## src/rtl/tfpdc_pkg.sv

```systemverilog
// ----------------------------------------------------------------------------
// tfpdc_pkg
// Shared types and fixed widths of the thermal fan phase-delay controller.
// ----------------------------------------------------------------------------
package tfpdc_pkg;

   localparam int THR_BITS      = 12;
   localparam int STEP_BITS     = 10;
   localparam int AVG_BITS      = 17;
   localparam int CMP_BITS      = 18;
   localparam int NUMER_BITS    = 20;
   localparam int SPAN_BITS     = 16;
   localparam int CSR_IDX_BITS  = 3;

   localparam int AVG_RESET     = 6400;
   localparam int TEMP_LOW      = -640;
   localparam int TEMP_HIGH     = 2080;
   localparam int SLOWEST_RESET = 8000;
   localparam int FASTEST_RESET = 1500;
   localparam int START_RESET   = 448;
   localparam int STOP_RESET    = 416;
   localparam int FULL_RESET    = 720;
   localparam int STEP_RESET    = 25;
   localparam int AVG_DIVISOR   = 5;

   typedef enum logic [CSR_IDX_BITS-1:0] {
      CSR_START   = 3'd0,
      CSR_STOP    = 3'd1,
      CSR_FULL    = 3'd2,
      CSR_SLOWEST = 3'd3,
      CSR_FASTEST = 3'd4,
      CSR_STEP    = 3'd5
   } csr_index_type;

   typedef struct packed {
      logic busy;
      logic done;
   } unit_status_type;

endpackage

```

## src/rtl/tfpdc_ifs.sv

```systemverilog
// ----------------------------------------------------------------------------
// tfpdc channel interfaces
// Request, response and register write channels with valid/ready.
// ----------------------------------------------------------------------------
interface tfpdc_req_if #(parameter int TEMP_BITS = 13);
   logic                        valid;
   logic                        ready;
   logic                        req_type;
   logic signed [TEMP_BITS-1:0] sample_value;

   modport source (output valid, req_type, sample_value, input ready);
   modport sink   (input valid, req_type, sample_value, output ready);
endinterface

interface tfpdc_rsp_if #(parameter int DELAY_BITS = 14, parameter int TEMP_BITS = 13);
   logic                        valid;
   logic                        ready;
   logic                        fan_on;
   logic [DELAY_BITS-1:0]       goal_delay;
   logic [DELAY_BITS-1:0]       present_delay;
   logic signed [TEMP_BITS-1:0] smoothed_temperature;
   logic                        sample_rejected;

   modport source (output valid, fan_on, goal_delay, present_delay,
                   smoothed_temperature, sample_rejected, input ready);
   modport sink   (input valid, fan_on, goal_delay, present_delay,
                   smoothed_temperature, sample_rejected, output ready);
endinterface

interface tfpdc_csr_if #(parameter int DATA_BITS = 14);
   logic                                valid;
   logic                                ready;
   logic [tfpdc_pkg::CSR_IDX_BITS-1:0]  index;
   logic [DATA_BITS-1:0]                wdata;

   modport source (output valid, index, wdata, input ready);
   modport sink   (input valid, index, wdata, output ready);
endinterface

```

## src/rtl/tfpdc_sermul.sv

```systemverilog
// ----------------------------------------------------------------------------
// tfpdc_sermul
// Shift-add multiplier, one multiplier bit per cycle.
// ----------------------------------------------------------------------------
module tfpdc_sermul #(
   parameter int A_BITS = 16,
   parameter int B_BITS = 14
) (
   input  logic                        clock,
   input  logic                        reset,
   input  logic                        start,
   input  logic [A_BITS-1:0]           op_a,
   input  logic [B_BITS-1:0]           op_b,
   output logic [A_BITS+B_BITS-1:0]    product,
   output tfpdc_pkg::unit_status_type  status
);
   import tfpdc_pkg::*;

   localparam int CNT_BITS = $clog2(B_BITS + 1);

   logic [A_BITS-1:0]   a_ff, a_in, hi_ff, hi_in;
   logic [B_BITS-1:0]   lo_ff, lo_in;
   logic [CNT_BITS-1:0] cnt_ff, cnt_in;
   logic                busy_ff, busy_in, done_ff, done_in;
   logic [A_BITS:0]     sum;

   always_comb begin
      sum     = {1'b0, hi_ff} + (lo_ff[0] ? {1'b0, a_ff} : {(A_BITS+1){1'b0}});
      a_in    = a_ff;
      hi_in   = hi_ff;
      lo_in   = lo_ff;
      cnt_in  = cnt_ff;
      busy_in = busy_ff;
      done_in = 1'b0;
      if (start) begin
         a_in    = op_a;
         hi_in   = '0;
         lo_in   = op_b;
         cnt_in  = CNT_BITS'(B_BITS);
         busy_in = 1'b1;
      end else if (busy_ff) begin
         hi_in  = sum[A_BITS:1];
         lo_in  = {sum[0], lo_ff[B_BITS-1:1]};
         cnt_in = cnt_ff - CNT_BITS'(1);
         if (cnt_ff == CNT_BITS'(1)) begin
            busy_in = 1'b0;
            done_in = 1'b1;
         end
      end
   end

   always_ff @(posedge clock) begin
      a_ff   <= a_in;
      hi_ff  <= hi_in;
      lo_ff  <= lo_in;
      cnt_ff <= cnt_in;
      if (reset) begin
         busy_ff <= 1'b0;
         done_ff <= 1'b0;
      end else begin
         busy_ff <= busy_in;
         done_ff <= done_in;
      end
   end

   assign product = {hi_ff, lo_ff};
   assign status  = '{busy: busy_ff, done: done_ff};

endmodule

```

## src/rtl/tfpdc_serdiv.sv

```systemverilog
// ----------------------------------------------------------------------------
// tfpdc_serdiv
// Restoring divider, one quotient bit per cycle.
// ----------------------------------------------------------------------------
module tfpdc_serdiv #(
   parameter int DVD_BITS = 30,
   parameter int DVS_BITS = 16
) (
   input  logic                        clock,
   input  logic                        reset,
   input  logic                        start,
   input  logic [DVD_BITS-1:0]         dividend,
   input  logic [DVS_BITS-1:0]         divisor,
   output logic [DVD_BITS-1:0]         quotient,
   output tfpdc_pkg::unit_status_type  status
);
   import tfpdc_pkg::*;

   localparam int CNT_BITS = $clog2(DVD_BITS + 1);

   logic [DVS_BITS-1:0] rem_ff, rem_in, dvs_ff, dvs_in;
   logic [DVD_BITS-1:0] quo_ff, quo_in;
   logic [CNT_BITS-1:0] cnt_ff, cnt_in;
   logic                busy_ff, busy_in, done_ff, done_in;
   logic [DVS_BITS:0]   shifted, diff;
   logic                ge;

   always_comb begin
      shifted = {rem_ff, quo_ff[DVD_BITS-1]};
      diff    = shifted - {1'b0, dvs_ff};
      ge      = shifted >= {1'b0, dvs_ff};
      rem_in  = rem_ff;
      dvs_in  = dvs_ff;
      quo_in  = quo_ff;
      cnt_in  = cnt_ff;
      busy_in = busy_ff;
      done_in = 1'b0;
      if (start) begin
         rem_in  = '0;
         dvs_in  = divisor;
         quo_in  = dividend;
         cnt_in  = CNT_BITS'(DVD_BITS);
         busy_in = 1'b1;
      end else if (busy_ff) begin
         rem_in = ge ? diff[DVS_BITS-1:0] : shifted[DVS_BITS-1:0];
         quo_in = {quo_ff[DVD_BITS-2:0], ge};
         cnt_in = cnt_ff - CNT_BITS'(1);
         if (cnt_ff == CNT_BITS'(1)) begin
            busy_in = 1'b0;
            done_in = 1'b1;
         end
      end
   end

   always_ff @(posedge clock) begin
      rem_ff <= rem_in;
      dvs_ff <= dvs_in;
      quo_ff <= quo_in;
      cnt_ff <= cnt_in;
      if (reset) begin
         busy_ff <= 1'b0;
         done_ff <= 1'b0;
      end else begin
         busy_ff <= busy_in;
         done_ff <= done_in;
      end
   end

   assign quotient = quo_ff;
   assign status   = '{busy: busy_ff, done: done_ff};

endmodule

```

## src/rtl/thermal_fan_phase_delay_control_unit.sv

```systemverilog
// ----------------------------------------------------------------------------
// thermal_fan_phase_delay_control_unit
// Temperature average, fan hysteresis, delay mapping and slew limiting.
//
//   channel  dir  handshake     word
//   req_bus  in   valid/ready   req_type, sample_value
//   rsp_bus  out  valid/ready   fan_on, goal_delay, present_delay,
//                               smoothed_temperature, sample_rejected
//   csr_bus  in   valid/ready   index, wdata (always ready)
//
// A tick or a rejected sample goes from accept straight to ST_DONE. A sample
// first runs the bit-serial divider for the average, then the hysteresis
// step and, when the delay is mapped, the bit-serial multiplier and the
// divider again before ST_DONE. One word is in work at a time.
// The response register lets the next word be accepted while one waits.
// Reset is synchronous; settings and control state reset, data registers do not.
// ----------------------------------------------------------------------------
module thermal_fan_phase_delay_control_unit #(
   parameter int DELAY_BITS = 14,
   parameter int TEMP_BITS  = 13
) (
   input logic         clock,
   input logic         reset,
   tfpdc_req_if.sink   req_bus,
   tfpdc_rsp_if.source rsp_bus,
   tfpdc_csr_if.sink   csr_bus
);
   import tfpdc_pkg::*;

   localparam int WIDE_BITS = SPAN_BITS + DELAY_BITS;

   typedef enum logic [5:0] {
      ST_IDLE = 6'b000001,
      ST_AVG  = 6'b000010,
      ST_HYST = 6'b000100,
      ST_MUL  = 6'b001000,
      ST_DIV  = 6'b010000,
      ST_DONE = 6'b100000
   } state_type;

   state_type                   state_ff, state_in;
   logic [THR_BITS-1:0]         start_ff, stop_ff, full_ff;
   logic [DELAY_BITS-1:0]       slow_ff, fast_ff;
   logic [STEP_BITS-1:0]        step_ff;
   logic signed [AVG_BITS-1:0]  avg_ff, avg_in;
   logic                        en_ff, en_in;
   logic [DELAY_BITS-1:0]       tgt_ff, tgt_in, cur_ff, cur_in;
   logic                        neg_ff, neg_in, rej_ff, rej_in;
   logic                        rsp_valid_ff, rsp_valid_in;
   logic                        o_fan_ff;
   logic [DELAY_BITS-1:0]       o_goal_ff, o_pres_ff;
   logic signed [TEMP_BITS-1:0] o_temp_ff;
   logic                        o_rej_ff;
   logic                        load_rsp;

   logic signed [CMP_BITS-1:0]   lo_w, hi_w, stop_w, avg_w, raw_w, den_w, clamp_w, num_w;
   logic signed [NUMER_BITS-1:0] numer;
   logic [NUMER_BITS-1:0]        numer_mag;
   logic [DELAY_BITS-1:0]        span_delay;
   logic [DELAY_BITS:0]          up_sum, tgt_plus;
   logic [AVG_BITS-1:0]          quo_mag;
   logic signed [AVG_BITS-1:0]   shown_sh, shown;

   logic                  mul_start, div_start;
   logic [WIDE_BITS-1:0]  product, div_dvd, div_quo;
   logic [SPAN_BITS-1:0]  div_dvs;
   unit_status_type       mul_status, div_status;

   tfpdc_sermul #(.A_BITS(SPAN_BITS), .B_BITS(DELAY_BITS)) u_mul (
      .clock   (clock),
      .reset   (reset),
      .start   (mul_start),
      .op_a    (num_w[SPAN_BITS-1:0]),
      .op_b    (span_delay),
      .product (product),
      .status  (mul_status)
   );

   tfpdc_serdiv #(.DVD_BITS(WIDE_BITS), .DVS_BITS(SPAN_BITS)) u_div (
      .clock    (clock),
      .reset    (reset),
      .start    (div_start),
      .dividend (div_dvd),
      .divisor  (div_dvs),
      .quotient (div_quo),
      .status   (div_status)
   );

   // register writes
   assign csr_bus.ready = 1'b1;

   always_ff @(posedge clock) begin
      if (reset) begin
         start_ff <= THR_BITS'(START_RESET);
         stop_ff  <= THR_BITS'(STOP_RESET);
         full_ff  <= THR_BITS'(FULL_RESET);
         slow_ff  <= DELAY_BITS'(SLOWEST_RESET);
         fast_ff  <= DELAY_BITS'(FASTEST_RESET);
         step_ff  <= STEP_BITS'(STEP_RESET);
      end else if (csr_bus.valid) begin
         unique case (csr_index_type'(csr_bus.index))
            CSR_START:   start_ff <= csr_bus.wdata[THR_BITS-1:0];
            CSR_STOP:    stop_ff  <= csr_bus.wdata[THR_BITS-1:0];
            CSR_FULL:    full_ff  <= csr_bus.wdata[THR_BITS-1:0];
            CSR_SLOWEST: slow_ff  <= csr_bus.wdata;
            CSR_FASTEST: fast_ff  <= csr_bus.wdata;
            CSR_STEP:    step_ff  <= csr_bus.wdata[STEP_BITS-1:0];
            default: begin
            end
         endcase
      end
   end

   // datapath helpers
   always_comb begin
      lo_w    = $signed({2'b00, start_ff, 4'b0000});
      hi_w    = $signed({2'b00, full_ff, 4'b0000});
      stop_w  = $signed({2'b00, stop_ff, 4'b0000});
      avg_w   = {{(CMP_BITS-AVG_BITS){avg_ff[AVG_BITS-1]}}, avg_ff};
      raw_w   = {{(CMP_BITS-TEMP_BITS){req_bus.sample_value[TEMP_BITS-1]}},
                 req_bus.sample_value};
      den_w   = hi_w - lo_w;
      if (avg_w < lo_w) begin
         clamp_w = lo_w;
      end else if (avg_w > hi_w) begin
         clamp_w = hi_w;
      end else begin
         clamp_w = avg_w;
      end
      num_w      = clamp_w - lo_w;
      span_delay = slow_ff - fast_ff;
      numer      = ({{(NUMER_BITS-CMP_BITS){raw_w[CMP_BITS-1]}}, raw_w} <<< 4)
                 + ({{(NUMER_BITS-CMP_BITS){avg_w[CMP_BITS-1]}}, avg_w} <<< 2);
      numer_mag  = numer[NUMER_BITS-1] ? NUMER_BITS'(-numer) : NUMER_BITS'(numer);
      up_sum     = {1'b0, cur_ff} + (DELAY_BITS+1)'(step_ff);
      tgt_plus   = {1'b0, tgt_ff} + (DELAY_BITS+1)'(step_ff);
      quo_mag    = div_quo[AVG_BITS-1:0];
      shown_sh   = avg_ff >>> 4;
      shown      = (avg_ff[AVG_BITS-1] && (avg_ff[3:0] != 4'd0)) ?
                   shown_sh + AVG_BITS'(1) : shown_sh;
   end

   assign div_dvd = (state_ff == ST_IDLE) ?
                    {{(WIDE_BITS-NUMER_BITS){1'b0}}, numer_mag} : product;
   assign div_dvs = (state_ff == ST_IDLE) ?
                    SPAN_BITS'(AVG_DIVISOR) : den_w[SPAN_BITS-1:0];

   assign req_bus.ready = (state_ff == ST_IDLE);

   // sequencer
   always_comb begin
      state_in  = state_ff;
      avg_in    = avg_ff;
      en_in     = en_ff;
      tgt_in    = tgt_ff;
      cur_in    = cur_ff;
      neg_in    = neg_ff;
      rej_in    = rej_ff;
      mul_start = 1'b0;
      div_start = 1'b0;
      load_rsp  = 1'b0;
      unique case (state_ff)
         ST_IDLE: begin
            if (req_bus.valid) begin
               rej_in   = 1'b0;
               state_in = ST_DONE;
               if (req_bus.req_type) begin
                  if (cur_ff < tgt_ff) begin
                     cur_in = (up_sum > {1'b0, tgt_ff}) ? tgt_ff : up_sum[DELAY_BITS-1:0];
                  end else if (cur_ff > tgt_ff) begin
                     cur_in = ({1'b0, cur_ff} > tgt_plus) ? cur_ff - DELAY_BITS'(step_ff)
                                                          : tgt_ff;
                  end
               end else if (raw_w < CMP_BITS'(TEMP_LOW) ||
                            raw_w > CMP_BITS'(TEMP_HIGH)) begin
                  rej_in = 1'b1;
               end else begin
                  neg_in    = numer[NUMER_BITS-1];
                  div_start = 1'b1;
                  state_in  = ST_AVG;
               end
            end
         end
         ST_AVG: begin
            if (div_status.done) begin
               avg_in   = neg_ff ? -$signed(quo_mag) : $signed(quo_mag);
               state_in = ST_HYST;
            end
         end
         ST_HYST: begin
            state_in = ST_DONE;
            priority if (!en_ff) begin
               if (avg_w >= lo_w) begin
                  en_in  = 1'b1;
                  tgt_in = slow_ff;
               end
            end else if (avg_w < stop_w) begin
               en_in = 1'b0;
            end else if (den_w == '0) begin
               tgt_in = fast_ff;
            end else if (fast_ff > slow_ff) begin
               tgt_in = slow_ff;
            end else if (den_w < 0) begin
               tgt_in = (avg_w < lo_w) ? slow_ff : fast_ff;
            end else begin
               mul_start = 1'b1;
               state_in  = ST_MUL;
            end
         end
         ST_MUL: begin
            if (mul_status.done) begin
               div_start = 1'b1;
               state_in  = ST_DIV;
            end
         end
         ST_DIV: begin
            if (div_status.done) begin
               tgt_in   = slow_ff - div_quo[DELAY_BITS-1:0];
               state_in = ST_DONE;
            end
         end
         ST_DONE: begin
            if (!rsp_valid_ff || rsp_bus.ready) begin
               load_rsp = 1'b1;
               state_in = ST_IDLE;
            end
         end
         default: state_in = ST_IDLE;
      endcase
      rsp_valid_in = load_rsp | (rsp_valid_ff & ~rsp_bus.ready);
   end

   always_ff @(posedge clock) begin
      neg_ff <= neg_in;
      if (load_rsp) begin
         o_fan_ff  <= en_ff;
         o_goal_ff <= tgt_ff;
         o_pres_ff <= cur_ff;
         o_temp_ff <= shown[TEMP_BITS-1:0];
         o_rej_ff  <= rej_ff;
      end
      if (reset) begin
         state_ff     <= ST_IDLE;
         avg_ff       <= AVG_BITS'(AVG_RESET);
         en_ff        <= 1'b0;
         tgt_ff       <= DELAY_BITS'(SLOWEST_RESET);
         cur_ff       <= DELAY_BITS'(SLOWEST_RESET);
         rej_ff       <= 1'b0;
         rsp_valid_ff <= 1'b0;
      end else begin
         state_ff     <= state_in;
         avg_ff       <= avg_in;
         en_ff        <= en_in;
         tgt_ff       <= tgt_in;
         cur_ff       <= cur_in;
         rej_ff       <= rej_in;
         rsp_valid_ff <= rsp_valid_in;
      end
   end

   assign rsp_bus.valid                = rsp_valid_ff;
   assign rsp_bus.fan_on               = o_fan_ff;
   assign rsp_bus.goal_delay           = o_goal_ff;
   assign rsp_bus.present_delay        = o_pres_ff;
   assign rsp_bus.smoothed_temperature = o_temp_ff;
   assign rsp_bus.sample_rejected      = o_rej_ff;

endmodule

```

## src/flat_wrapper.sv

```systemverilog
// flat-port wrapper written by rule: the top's interface ports become plain ports
module thermal_fan_phase_delay_control_unit_flat import tfpdc_pkg::*;
#(
   parameter int DELAY_BITS = 14,
   parameter int TEMP_BITS  = 13
)
  (clock, reset, req_bus_valid, req_bus_req_type, req_bus_sample_value, req_bus_ready, rsp_bus_valid, rsp_bus_fan_on, rsp_bus_goal_delay, rsp_bus_present_delay, rsp_bus_smoothed_temperature, rsp_bus_sample_rejected, rsp_bus_ready, csr_bus_valid, csr_bus_index, csr_bus_wdata, csr_bus_ready);
  tfpdc_req_if #(.TEMP_BITS(TEMP_BITS)) req_bus_i ();
  tfpdc_rsp_if #(.DELAY_BITS(DELAY_BITS), .TEMP_BITS(TEMP_BITS)) rsp_bus_i ();
  tfpdc_csr_if #(.DATA_BITS((14))) csr_bus_i ();
  input logic clock;
  input logic reset;
  input wire logic [$bits(req_bus_i.valid)-1:0] req_bus_valid;
  input wire logic [$bits(req_bus_i.req_type)-1:0] req_bus_req_type;
  input wire logic [$bits(req_bus_i.sample_value)-1:0] req_bus_sample_value;
  output wire logic [$bits(req_bus_i.ready)-1:0] req_bus_ready;
  output wire logic [$bits(rsp_bus_i.valid)-1:0] rsp_bus_valid;
  output wire logic [$bits(rsp_bus_i.fan_on)-1:0] rsp_bus_fan_on;
  output wire logic [$bits(rsp_bus_i.goal_delay)-1:0] rsp_bus_goal_delay;
  output wire logic [$bits(rsp_bus_i.present_delay)-1:0] rsp_bus_present_delay;
  output wire logic [$bits(rsp_bus_i.smoothed_temperature)-1:0] rsp_bus_smoothed_temperature;
  output wire logic [$bits(rsp_bus_i.sample_rejected)-1:0] rsp_bus_sample_rejected;
  input wire logic [$bits(rsp_bus_i.ready)-1:0] rsp_bus_ready;
  input wire logic [$bits(csr_bus_i.valid)-1:0] csr_bus_valid;
  input wire logic [$bits(csr_bus_i.index)-1:0] csr_bus_index;
  input wire logic [$bits(csr_bus_i.wdata)-1:0] csr_bus_wdata;
  output wire logic [$bits(csr_bus_i.ready)-1:0] csr_bus_ready;
  assign req_bus_i.valid = req_bus_valid;
  assign req_bus_i.req_type = req_bus_req_type;
  assign req_bus_i.sample_value = req_bus_sample_value;
  assign req_bus_ready = req_bus_i.ready;
  assign rsp_bus_valid = rsp_bus_i.valid;
  assign rsp_bus_fan_on = rsp_bus_i.fan_on;
  assign rsp_bus_goal_delay = rsp_bus_i.goal_delay;
  assign rsp_bus_present_delay = rsp_bus_i.present_delay;
  assign rsp_bus_smoothed_temperature = rsp_bus_i.smoothed_temperature;
  assign rsp_bus_sample_rejected = rsp_bus_i.sample_rejected;
  assign rsp_bus_i.ready = rsp_bus_ready;
  assign csr_bus_i.valid = csr_bus_valid;
  assign csr_bus_i.index = csr_bus_index;
  assign csr_bus_i.wdata = csr_bus_wdata;
  assign csr_bus_ready = csr_bus_i.ready;
  thermal_fan_phase_delay_control_unit #(.DELAY_BITS(DELAY_BITS), .TEMP_BITS(TEMP_BITS)) u_core (.clock(clock), .reset(reset), .req_bus(req_bus_i), .rsp_bus(rsp_bus_i), .csr_bus(csr_bus_i));
endmodule
```

## config.mk

```make
export PLATFORM = sky130hd
export DESIGN_NAME = thermal_fan_phase_delay_control_unit_flat
export DESIGN_NICKNAME = d
export VERILOG_FILES = /design/src/rtl/tfpdc_pkg.sv /design/src/rtl/tfpdc_ifs.sv /design/src/rtl/tfpdc_sermul.sv /design/src/rtl/tfpdc_serdiv.sv /design/src/rtl/thermal_fan_phase_delay_control_unit.sv /design/src/flat_wrapper.sv
export SDC_FILE = /design/constraint.sdc
export NUM_CORES = 1
export LEC_CHECK = 0
export BUFFER_PORTS_ARGS = -buffer_cell sky130_fd_sc_hd__buf_2
export CAP_MARGIN = 10
export CORE_ASPECT_RATIO = 1.25
export CORE_UTILIZATION = 35
export DETAILED_ROUTE_END_ITERATION = 10
export GPL_ROUTABILITY_DRIVEN = 0
export PLACE_DENSITY = 0.6
export SETUP_SLACK_MARGIN = 0.3
export SYNTH_ARGS = -nofsm -noshare
export SYNTH_HDL_FRONTEND = slang
export SYNTH_HIERARCHICAL = 1
export SYNTH_SLANG_ARGS = --single-unit
```

## constraint.sdc

```tcl
create_clock -name clock -period 13.5 [get_ports clock]
set_input_delay 1.35 -clock clock [delete_from_list [all_inputs] [get_ports clock]]
set_output_delay 1.35 -clock clock [all_outputs]
set_load 0.005 [all_outputs]
```

After elaboration in Yosys (flattened, before gate mapping). Cells that the tools add are included.

Bits in registers: 293. Input bits: 36. Output and inout port bits: 46.

Add/subtract/negate cells: 15. Order comparisons: 13. Eq/ne operators: 21. Mux-type cells: 64. Bitwise operators: 7. Reduce and logical (&&, ||, !) cells: 25.

Operators by type and width (number): two-way mux 14 bit (14); two-way mux 30 bit (3); two-way mux 6 bit (12); two-way mux 16 bit (4); case mux 6 bit (6 select lines) (1); < comparator 17 bit (2); subtractor 16 bit (2); adder 14 x 10 -> 15 bit (2); greater-than comparator 14 bit (2); case mux 14 bit (2 select lines) (1); subtractor 14 bit (2); two-way mux 1 bit (25); adder 17 x 19 -> 20 bit (1); two-way mux 20 bit (1); negation 20 bit (1); zero test 18 bit (1); adder 16 x 17 -> 17 bit (1); greater-or-equal comparator 17 x 16 -> 1 bit (1); greater-or-equal comparator 17 bit (1); greater-than comparator 17 bit (1); < comparator 17 x 1 -> 1 bit, second input constant (1); two-way mux 17 bit (1); negation 17 bit (1); subtractor 16 x 16 -> 17 bit (1); 40 further kinds (63).

Depth between registers and ports, before layout. Gate-level depths: netlist of the first run.

Depth after elaboration: 9. Depth in mapped cells: 23.

By module. The synthesis of the first run kept the hierarchy.

By module, submodules not included: thermal_fan_phase_delay_control_unit (instances 1, cells an instance 1883, area each 14635.3 µm², sequential area each 3883.7 µm²); tfpdc_serdiv (instances 1, cells an instance 325, area each 3712.3 µm², sequential area each 1841.8 µm²); tfpdc_sermul (instances 1, cells an instance 259, area each 2805.2 µm², sequential area each 1341.3 µm²).

Least setup slack after synthesis of the first run. OpenSTA, ideal clock, no wires.

Path kind: register to register. Start: register u_core.step_ff[1]. End: register u_core.cur_ff[9]. Setup time: 0.122 ns. Data arrival time: 4.602 ns. Path slack: 8.776 ns. Cell stages (with the launch flop): 20. Path buffers: 1. Period minus slack after synthesis: 4.724 ns. Cell sequence: dfxtp_1 inv_1 fa_1 or2_1 a221oi_1 o211ai_1 a22oi_1 and3_1 xor2_1 ha_1 a21o_1 a211oi_1 a311o_1 a31oi_1 a311oi_2 clkbuf_1 nand2_1 o211ai_1 o21ai_1 a221o_1.

Cells in the longest elaborated chain, start to end: 5.

Ends and longest elaborated chain: start: declaration (line thermal_fan_phase_delay_control_unit.sv:44) `logic [STEP_BITS-1:0] step_ff;`; start signal: assignment (line thermal_fan_phase_delay_control_unit.sv:99) `step_ff <= STEP_BITS'(STEP_RESET);`; start signal: assignment (line thermal_fan_phase_delay_control_unit.sv:107) `CSR_STEP: step_ff <= csr_bus.wdata[STEP_BITS-1:0];`; adder 14 x 10 -> 15 bit (line thermal_fan_phase_delay_control_unit.sv:136) `tgt_plus = {1'b0, tgt_ff} + (DELAY_BITS+1)'(step_ff);`; greater-than comparator 14 x 15 -> 1 bit (line thermal_fan_phase_delay_control_unit.sv:171) `cur_in = ({1'b0, cur_ff} > tgt_plus) ? cur_ff - DELAY_BITS'(step_ff)`; two-way mux 14 bit (line thermal_fan_phase_delay_control_unit.sv:171); two-way mux 14 bit (line thermal_fan_phase_delay_control_unit.sv:170) `end else if (cur_ff > tgt_ff) begin`; two-way mux 14 bit * (line thermal_fan_phase_delay_control_unit.sv:168) `if (cur_ff < tgt_ff) begin`; end signal: assignment (line thermal_fan_phase_delay_control_unit.sv:247) `cur_ff <= DELAY_BITS'(SLOWEST_RESET);`; end signal: assignment (line thermal_fan_phase_delay_control_unit.sv:255) `cur_ff <= cur_in;`; end: declaration (line thermal_fan_phase_delay_control_unit.sv:47) `logic [DELAY_BITS-1:0] tgt_ff, tgt_in, cur_ff, cur_in;`.

Every way passes the cells marked *; elsewhere a longest branch is shown, timed or not. The select of a mux whose other input is x is not followed. A chain may end at the register's enable or synchronous reset.

Worst setup path in the final report of the first run.
Start: register u_core.step_ff[1]. End: register u_core.cur_ff[2].

The elaborated chain is that of the path after synthesis.

==> impl_metrics.sql, run 1 <==
INSERT INTO impl_metrics (metric_group, metric, value, unit) VALUES
('detailed_routing', 'routed_length_per_placed_instance', '19.1', 'µm'),
('worst_setup_path', 'crit_path_start_kind', 'register', ''),
('sta', 'timing.final.hold_violations', '0', ''),
('worst_hold_path', 'worst_hold_path_class', 'reg2reg', ''),
('cts', 'cts.path.max_buffers', '3', ''),
('detailed_routing', 'ant_nets', '0', ''),
('sta', 'fin_skew', '0.0189', 'ns'),
('sta', 'report.final.setup_viol', '0', ''),
('cts', 'worstSkewPairLatency', '0.59', 'ns'),
('die', 'placeableCoreArea', '59700', 'µm²'),
('die', 'die_area', '61400', 'µm²'),
('sta', 'post-route-period-util', '42.8', '%'),
('die', 'dieWidth', '222', 'µm'),
('cts', 'postCtsSetupBuffers', '0', ''),
('placement', 'dp_hpwl', '47300', 'µm'),
('cts', 'worst_setup_hold_path_clk_slew', '0.07', 'ns'),
('run_status', 'run_status', 'finished clean', ''),
('die', 'starting_density_of_the_core', '35.4', '%'),
('grt', 'maximum_number_of_pins_on_one_net_before_global_route_repair', '64', ''),
('grt', 'first_global_vias', '17700', ''),
('cts', 'cts_made_buffers', '30', ''),
('cts', 'htreeDepth', '1', ''),
('worst_setup_path', 'setup.worst_path.end_class', 'register', ''),
('cells_and_area', 'final_cells', '3277', ''),
('sta', 'max_freq', '173', 'MHz'),
('detailed_routing', 'wl', '62500', 'µm'),
('worst_setup_path', 'worstPathMaxFanout', '11', ''),
('cts', 'root_buffer', 'sky130_fd_sc_hd__clkbuf_16', ''),
('job', 'drv.max_cap_violation_count', '0', ''),
('pwr', 'ir_worst_vdd', '0.0839', 'mV'),
('detailed_routing', 'via_count', '18400', ''),
('grt', 'groute.usage.overall', '19.7', '%'),
('grt', 'antenna_violations_before_repair', '2', ''),
('placement', 'post-place-cells', '3220', ''),
('cts', 'cts_tree', 'done', ''),
('sta', 'shortest_clock_period_the_worst_path_allows_after_layout', '5.77', 'ns'),
('sta', 'timing.final.max_slew_violations', '0', ''),
('grt', 'global_route.overflow_total', '0', ''),
('worst_setup_path', 'critical_path_required', '14.00', 'ns'),
('grt', 'grt_pass1_wl', '97400', 'µm'),
('detailed_routing', 'drc_errors', '0', ''),
('cts', 'cts.repair.resized', '0', ''),
('sta', 'max-slew-margin-rel', '16.3', '%'),
('synthesis', 'netlist_instances', '2465', ''),
('detailed_routing', 'drtIter0Drc', '1533', ''),
('placement', 'numPortBuffers', '80', ''),
('die', 'io-pin-count', '82', ''),
('cells_and_area', 'antenna_cells', '0', ''),
('cts', 'numClockSinks', '293', ''),
('cts', 'cts_hold_buffers', '0', ''),
('sta', 'rsz0062_at_grt', 'no', ''),
('sta', 'worstMarginPinSlew', '1.25', 'ns'),
('cells_and_area', 'finalNetCount', '2745', ''),
('pwr', 'power.leakage', '9.25', 'nW'),
('sta', 'timing.hold.ws', '0.457', 'ns'),
('cells_and_area', 'syn_to_final_growth', '9.46', '%'),
('cells_and_area', 'drive_above_1_share', '9.39', '%'),
('synthesis', 'synth_area', '21100', 'µm²'),
('worst_setup_path', 'data_arrival_time_of_the_critical_path', '6.28', 'ns'),
('synthesis', 'synthesis.yosys.warnings', '6', ''),
('worst_setup_path', 'timing.setup.critical_path_class', 'reg2reg', ''),
('detailed_routing', 'post_drt_via_cell_ratio', '5.61', ''),
('detailed_routing', 'drtPass1Iterations', '5', ''),
('pwr', 'report.power.total', '2.95', 'mW'),
('die', 'die_y', '277', 'µm'),
('pwr', 'power_per_cell_area', '128', 'nW/µm²'),
('die', 'core.rowCount', '100', ''),
('sta', 'fin_setup_tns', '0', 'ns'),
('synthesis', 'syn_area_per_cell', '8.58', 'µm²');
stage by stage:
step | cell area, µm² | worst slack, ns | util [%]
detailed placement | 22100 | 7.96 | 37.1
global placement | 22100 | 8.08 | 37.1
finish | 23100 | 7.73 | 38.8
floorplan | 21100 | 8.78 | -
global route | 23100 | 7.44 | 38.8
CTS | 23100 | 7.92 | 38.7
placed cells by master (no fill, tap or decap), types with 45 or more instances in the layout:
master	instances
sky130_fd_sc_hd__a21oi_1	200
sky130_fd_sc_hd__and2_1	45
sky130_fd_sc_hd__buf_2	79
sky130_fd_sc_hd__dfxtp_1	173
sky130_fd_sc_hd__edfxtp_1	120
sky130_fd_sc_hd__ha_1	211
sky130_fd_sc_hd__inv_1	171
sky130_fd_sc_hd__mux2_2	46
sky130_fd_sc_hd__nand2_1	287
sky130_fd_sc_hd__nand3_1	58
sky130_fd_sc_hd__nor2_1	186
sky130_fd_sc_hd__nor3_1	49
sky130_fd_sc_hd__o21ai_0	94
sky130_fd_sc_hd__xnor2_1	88
registers in the layout, indices dropped and copies added (netlist names), 14 cells and up:
register and cells:
u_core/rsp_bus.present_delay 14, u_core/rsp_bus.goal_delay 14, u_core/u_div/dvs_ff 16, u_core/slow_ff 14
u_core/tgt_ff 14, u_core/cur_ff 14, u_core/u_div/quotient 30, u_core/u_div/rem_ff 16
u_core/fast_ff 14, u_core/u_mul/lo_ff 14, u_core/u_mul/hi_ff 16, u_core/u_mul/a_ff 16
u_core/avg_ff 17
path summary, 6_finish.rpt:
kind / endpoint / startpoint / cells past startpoint / slack [ns]
hold reg to reg: u_core/fast_ff[11] / u_core/fast_ff[11] / 2 / 0.46
setup reg to reg: u_core/cur_ff[2] / u_core/step_ff[1] / 18 / 7.73
setup / recovery: u_core/cur_ff[2] / u_core/step_ff[1] / 18 / 7.73
hold / removal: u_core/fast_ff[11] / u_core/fast_ff[11] / 2 / 0.46
layout make-up:
cell class                 instances  area, µm²
clock buffer                      33        783
clock inverter                    23        179
fill                            5927      36500
inverter                         176        661
multi-input combinational       1896      13000
sequential                       293       7070
tap                              765        957
timing repair buffer              91        505
per-layer routing:
layer / vias up / track usage, % / share of wire, %
li1: 8948 / - / -
met1: 8750 / 25.3 / 43
met2: 554 / 34.0 / 48
met3: 118 / 2.14 / 5.6
met4: 4 / 7.18 / 3.6
met5: - / 0 / 0.037
critical path: stages (launching register included):
cell and delay (ns):
sky130_fd_sc_hd__dfxtp_1 0.52, sky130_fd_sc_hd__inv_1 0.15, sky130_fd_sc_hd__fa_1 0.52, sky130_fd_sc_hd__or2_1 0.27, sky130_fd_sc_hd__a221oi_1 0.46, sky130_fd_sc_hd__o211ai_1 0.20
sky130_fd_sc_hd__a22oi_1 0.47, sky130_fd_sc_hd__and3_1 0.25, sky130_fd_sc_hd__xor2_1 0.22, sky130_fd_sc_hd__ha_1 0.30, sky130_fd_sc_hd__a21o_1 0.21, sky130_fd_sc_hd__a211oi_1 0.36
sky130_fd_sc_hd__a311o_1 0.24, sky130_fd_sc_hd__a31oi_1 0.07, sky130_fd_sc_hd__a31oi_1 0.28, sky130_fd_sc_hd__nand2_1 0.37, sky130_fd_sc_hd__o221a_2 0.37, sky130_fd_sc_hd__a2bb2oi_1 0.15
sky130_fd_sc_hd__a211oi_1 0.25
where the power goes:
part / internal (mW) / switching (mW) / total (mW)
sequential: 0.994 / 0.0746 / 1.07
clock: 0.456 / 0.376 / 0.832
combinational: 0.407 / 0.643 / 1.05
total: 1.86 / 1.09 / 2.95
No activity file was read; power rests on OpenSTA's default activity.
==> run 2: changes to the inputs <==
--- a/config.mk
+++ b/config.mk
@@ -11,7 +11,7 @@
 export CORE_UTILIZATION = 35
 export DETAILED_ROUTE_END_ITERATION = 10
 export GPL_ROUTABILITY_DRIVEN = 0
-export PLACE_DENSITY = 0.6
+export PLACE_DENSITY = 0.62
 export SETUP_SLACK_MARGIN = 0.3
 export SYNTH_ARGS = -nofsm -noshare
 export SYNTH_HDL_FRONTEND = slang
==> constraint.sdc (replaced) <==
create_clock -name clock -period 5.3 [get_ports clock]
set_input_delay 0.53 -clock clock [delete_from_list [all_inputs] [get_ports clock]]
set_output_delay 0.53 -clock clock [all_outputs]
set_load 0.005 [all_outputs]
==> impl_metrics.sql, run 2 (synthesis gave the netlist of run 1 again) <==
INSERT INTO impl_metrics (metric_group, metric, value, unit) VALUES
('run_status', 'run_status', 'finished clean', ''),
('worst_hold_path', 'hold_start', 'csr_bus_wdata[13]', ''),
('worst_setup_path', 'rrSetupSlack', '0.55', 'ns'),
('detailed_routing', 'drtPass1Iterations', '5', ''),
('placement', 'placed_cell_area', '22300', 'µm²'),
('cts', 'numClockSinks', '293', ''),
('pwr', 'ir_worst_vdd', '0.218', 'mV'),
('placement', 'post-place-cells', '3240', ''),
('worst_setup_path', 'critical_path.cell_chain', 'ha_1 -> inv_1 -> fa_1 -> or2_1 -> a221oi_2 -> o211ai_1 -> a22oi_1 -> and3_1 -> xor2_1 -> ha_1 -> a21o_1 -> a211oi_2 -> a311o_1 -> a31oi_2 -> a31oi_2 -> nand2_1 -> buf_4 -> o221ai_1 -> a21oi_1 -> a211oi_1', ''),
('die', 'die_area', '61400', 'µm²'),
('cells_and_area', 'syn_to_final_growth', '10.6', '%'),
('placement', 'dp_hpwl', '48100', 'µm'),
('sta', 'fin_skew', '0.0128', 'ns'),
('cells_and_area', 'drive_above_1_share', '10.5', '%'),
('cells_and_area', 'largest_register_ff_count', '30', ''),
('grt', 'maximum_number_of_pins_on_one_net_before_global_route_repair', '56', ''),
('detailed_routing', 'drc_errors', '0', ''),
('worst_hold_path', 'min_delay_worst_endpoint', 'u_core/fast_ff[13]', ''),
('job', 'drv.max_cap_violation_count', '0', ''),
('grt', 'groute.usage.overall', '19.9', '%'),
('cells_and_area', 'antenna_cells', '0', ''),
('worst_setup_path', 'crit-reg2reg-capture', 'u_core/cur_ff[1]', ''),
('cts', 'cts_made_buffers', '30', ''),
('detailed_routing', 'ant_nets', '0', ''),
('cts', 'cts.path.max_buffers', '3', ''),
('die', 'placeableCoreArea', '59700', 'µm²'),
('sta', 'post-route-period-util', '89.5', '%'),
('cts', 'worst_setup_hold_path_clk_slew', '0.06', 'ns'),
('die', 'core.rowCount', '100', ''),
('detailed_routing', 'drtIter0Drc', '1459', ''),
('worst_setup_path', 'critical_path.max_stage_delay', '0.44', 'ns'),
('cells_and_area', 'finish.instance_area', '23400', 'µm²'),
('cells_and_area', 'most-common-layout-cells', 'sky130_fd_sc_hd__nand2_1, sky130_fd_sc_hd__ha_1, sky130_fd_sc_hd__a21oi_1', ''),
('worst_setup_path', 'worst-r2r-cell-count', '20', ''),
('worst_setup_path', 'critical_path_required', '5.77', 'ns'),
('worst_setup_path', 'timing.rr.start', 'u_core/step_ff[0]', ''),
('pwr', 'power.leakage', '9.41', 'nW'),
('grt', 'global_route.overflow_total', '0', ''),
('sta', 'shortest_clock_period_the_worst_path_allows_after_layout', '4.75', 'ns'),
('sta', 'fin_setup_tns', '0', 'ns'),
('worst_setup_path', 'critPathSlowestCell', 'sky130_fd_sc_hd__fa_1', ''),
('detailed_routing', 'wl', '63100', 'µm'),
('sta', 'rsz0062_at_grt', 'yes', ''),
('cts', 'htreeDepth', '1', ''),
('detailed_routing', 'via_count', '18700', ''),
('cells_and_area', 'finalNetCount', '2764', ''),
('worst_setup_path', 'setup.worst_path.end_class', 'register', ''),
('grt', 'grt_pass1_wl', '98700', 'µm'),
('cts', 'postCtsSetupBuffers', '0', ''),
('worst_hold_path', 'hold_path_depth', '3', ''),
('placement', 'numPortBuffers', '80', ''),
('die', 'die_y', '277', 'µm'),
('cts', 'cts_tree', 'done', ''),
('sta', 'report.final.setup_viol', '0', ''),
('die', 'dieWidth', '222', 'µm'),
('worst_setup_path', 'crit_path_start_kind', 'register', ''),
('detailed_routing', 'routed_length_per_placed_instance', '19.2', 'µm'),
('sta', 'max_freq', '211', 'MHz'),
('pwr', 'power_per_cell_area', '328', 'nW/µm²'),
('sta', 'worstMarginPinSlew', '1.19', 'ns'),
('sta', 'timing.final.hold_violations', '0', ''),
('die', 'starting_density_of_the_core', '35.4', '%'),
('grt', 'first_global_vias', '18300', ''),
('grt', 'antenna_violations_before_repair', '3', ''),
('sta', 'max-slew-margin-rel', '20.4', '%'),
('cts', 'worstSkewPairLatency', '0.58', 'ns'),
('worst_setup_path', 'timing.setup.critical_path_class', 'reg2reg', ''),
('cells_and_area', 'layout_commonest_cell', 'sky130_fd_sc_hd__nand2_1', ''),
('sta', 'timing.final.max_slew_violations', '0', ''),
('worst_setup_path', 'worstPathMaxFanout', '9', ''),
('detailed_routing', 'post_drt_via_cell_ratio', '5.66', ''),
('cells_and_area', 'final_cells', '3296', ''),
('worst_hold_path', 'worst_hold_path_class', 'in2reg', ''),
('die', 'io-pin-count', '82', ''),
('pwr', 'report.power.total', '7.68', 'mW'),
('cts', 'root_buffer', 'sky130_fd_sc_hd__clkbuf_16', ''),
('worst_setup_path', 'data_arrival_time_of_the_critical_path', '5.22', 'ns');
==> run 2: layout make-up <==
cell class	count	area, µm²
flip-flops and latches	293	7070
clock buffers	42	935
multi-input cells	1896	13000
repair buffers	110	632
clock inverters	14	111
inverters	176	661
fillers	5923	36300
well taps	765	957
==> run 2: timing repair <==
item,CTS,global route
hold buffers,0,0
endpoints found under the setup margin,0,12
gates resized for setup,0,9
==> run 2: report_power, final <==
group / switching (mW) / internal, mW
Sequential: 0.186 / 2.53
Clock: 0.957 / 1.29
Combinational: 1.63 / 1.08
Total: 2.77 / 4.90
==> run 2: how the worst max path moves through the flow <==
stage                 startpoint          endpoint  slack (ns)  cells after the start
2_1_floorplan  u_core/step_ff[1]  u_core/cur_ff[9]        0.58                     19
3_3_place_gp   u_core/step_ff[1]  u_core/cur_ff[1]        0.55                     19
3_5_place_dp   u_core/step_ff[1]  u_core/cur_ff[1]        0.45                     19
4_1_cts        u_core/step_ff[1]  u_core/cur_ff[1]        0.38                     19
5_1_grt        u_core/step_ff[0]  u_core/cur_ff[1]        0.28                     20
6_report       u_core/step_ff[0]  u_core/cur_ff[1]        0.55                     20
==> run 2: stage by stage <==
| stage | util (%) | hold slack [ns] | setup slack (ns) |
|---|---|---|---|
| finish | 39.2 | 0.209 | 0.554 |
| global route | 39.2 | 0.196 | 0.277 |
| CTS | 39.1 | 0.185 | 0.382 |
| detailed placement | 37.4 | 0.439 | 0.453 |
| global placement | 37.4 | 0.444 | 0.550 |
| floorplan | - | 0.409 | 0.576 |
==> run 2: worst max-delay path: cells and delay by family (launching register included) <==
family                     cells  cell delay [ns]
DFF                            1             0.39
xor gates and xnor gates       1             0.22
buffers and inverters          2             0.26
and+or+nand+nor                3             0.64
AOI/OAI and AO/OA             11             2.18
adders and majority gates      3             0.94
==> run 2: per-layer routing <==
| layer | share of wire [%] | global-route usage (%) | vias up |
|---|---|---|---|
| li1 | - | - | 8976 |
| met1 | 42 | 24.7 | 8919 |
| met2 | 48 | 34.7 | 639 |
| met3 | 6.0 | 2.28 | 130 |
| met4 | 4.0 | 8.55 | 6 |
| met5 | 0.062 | 0 | - |
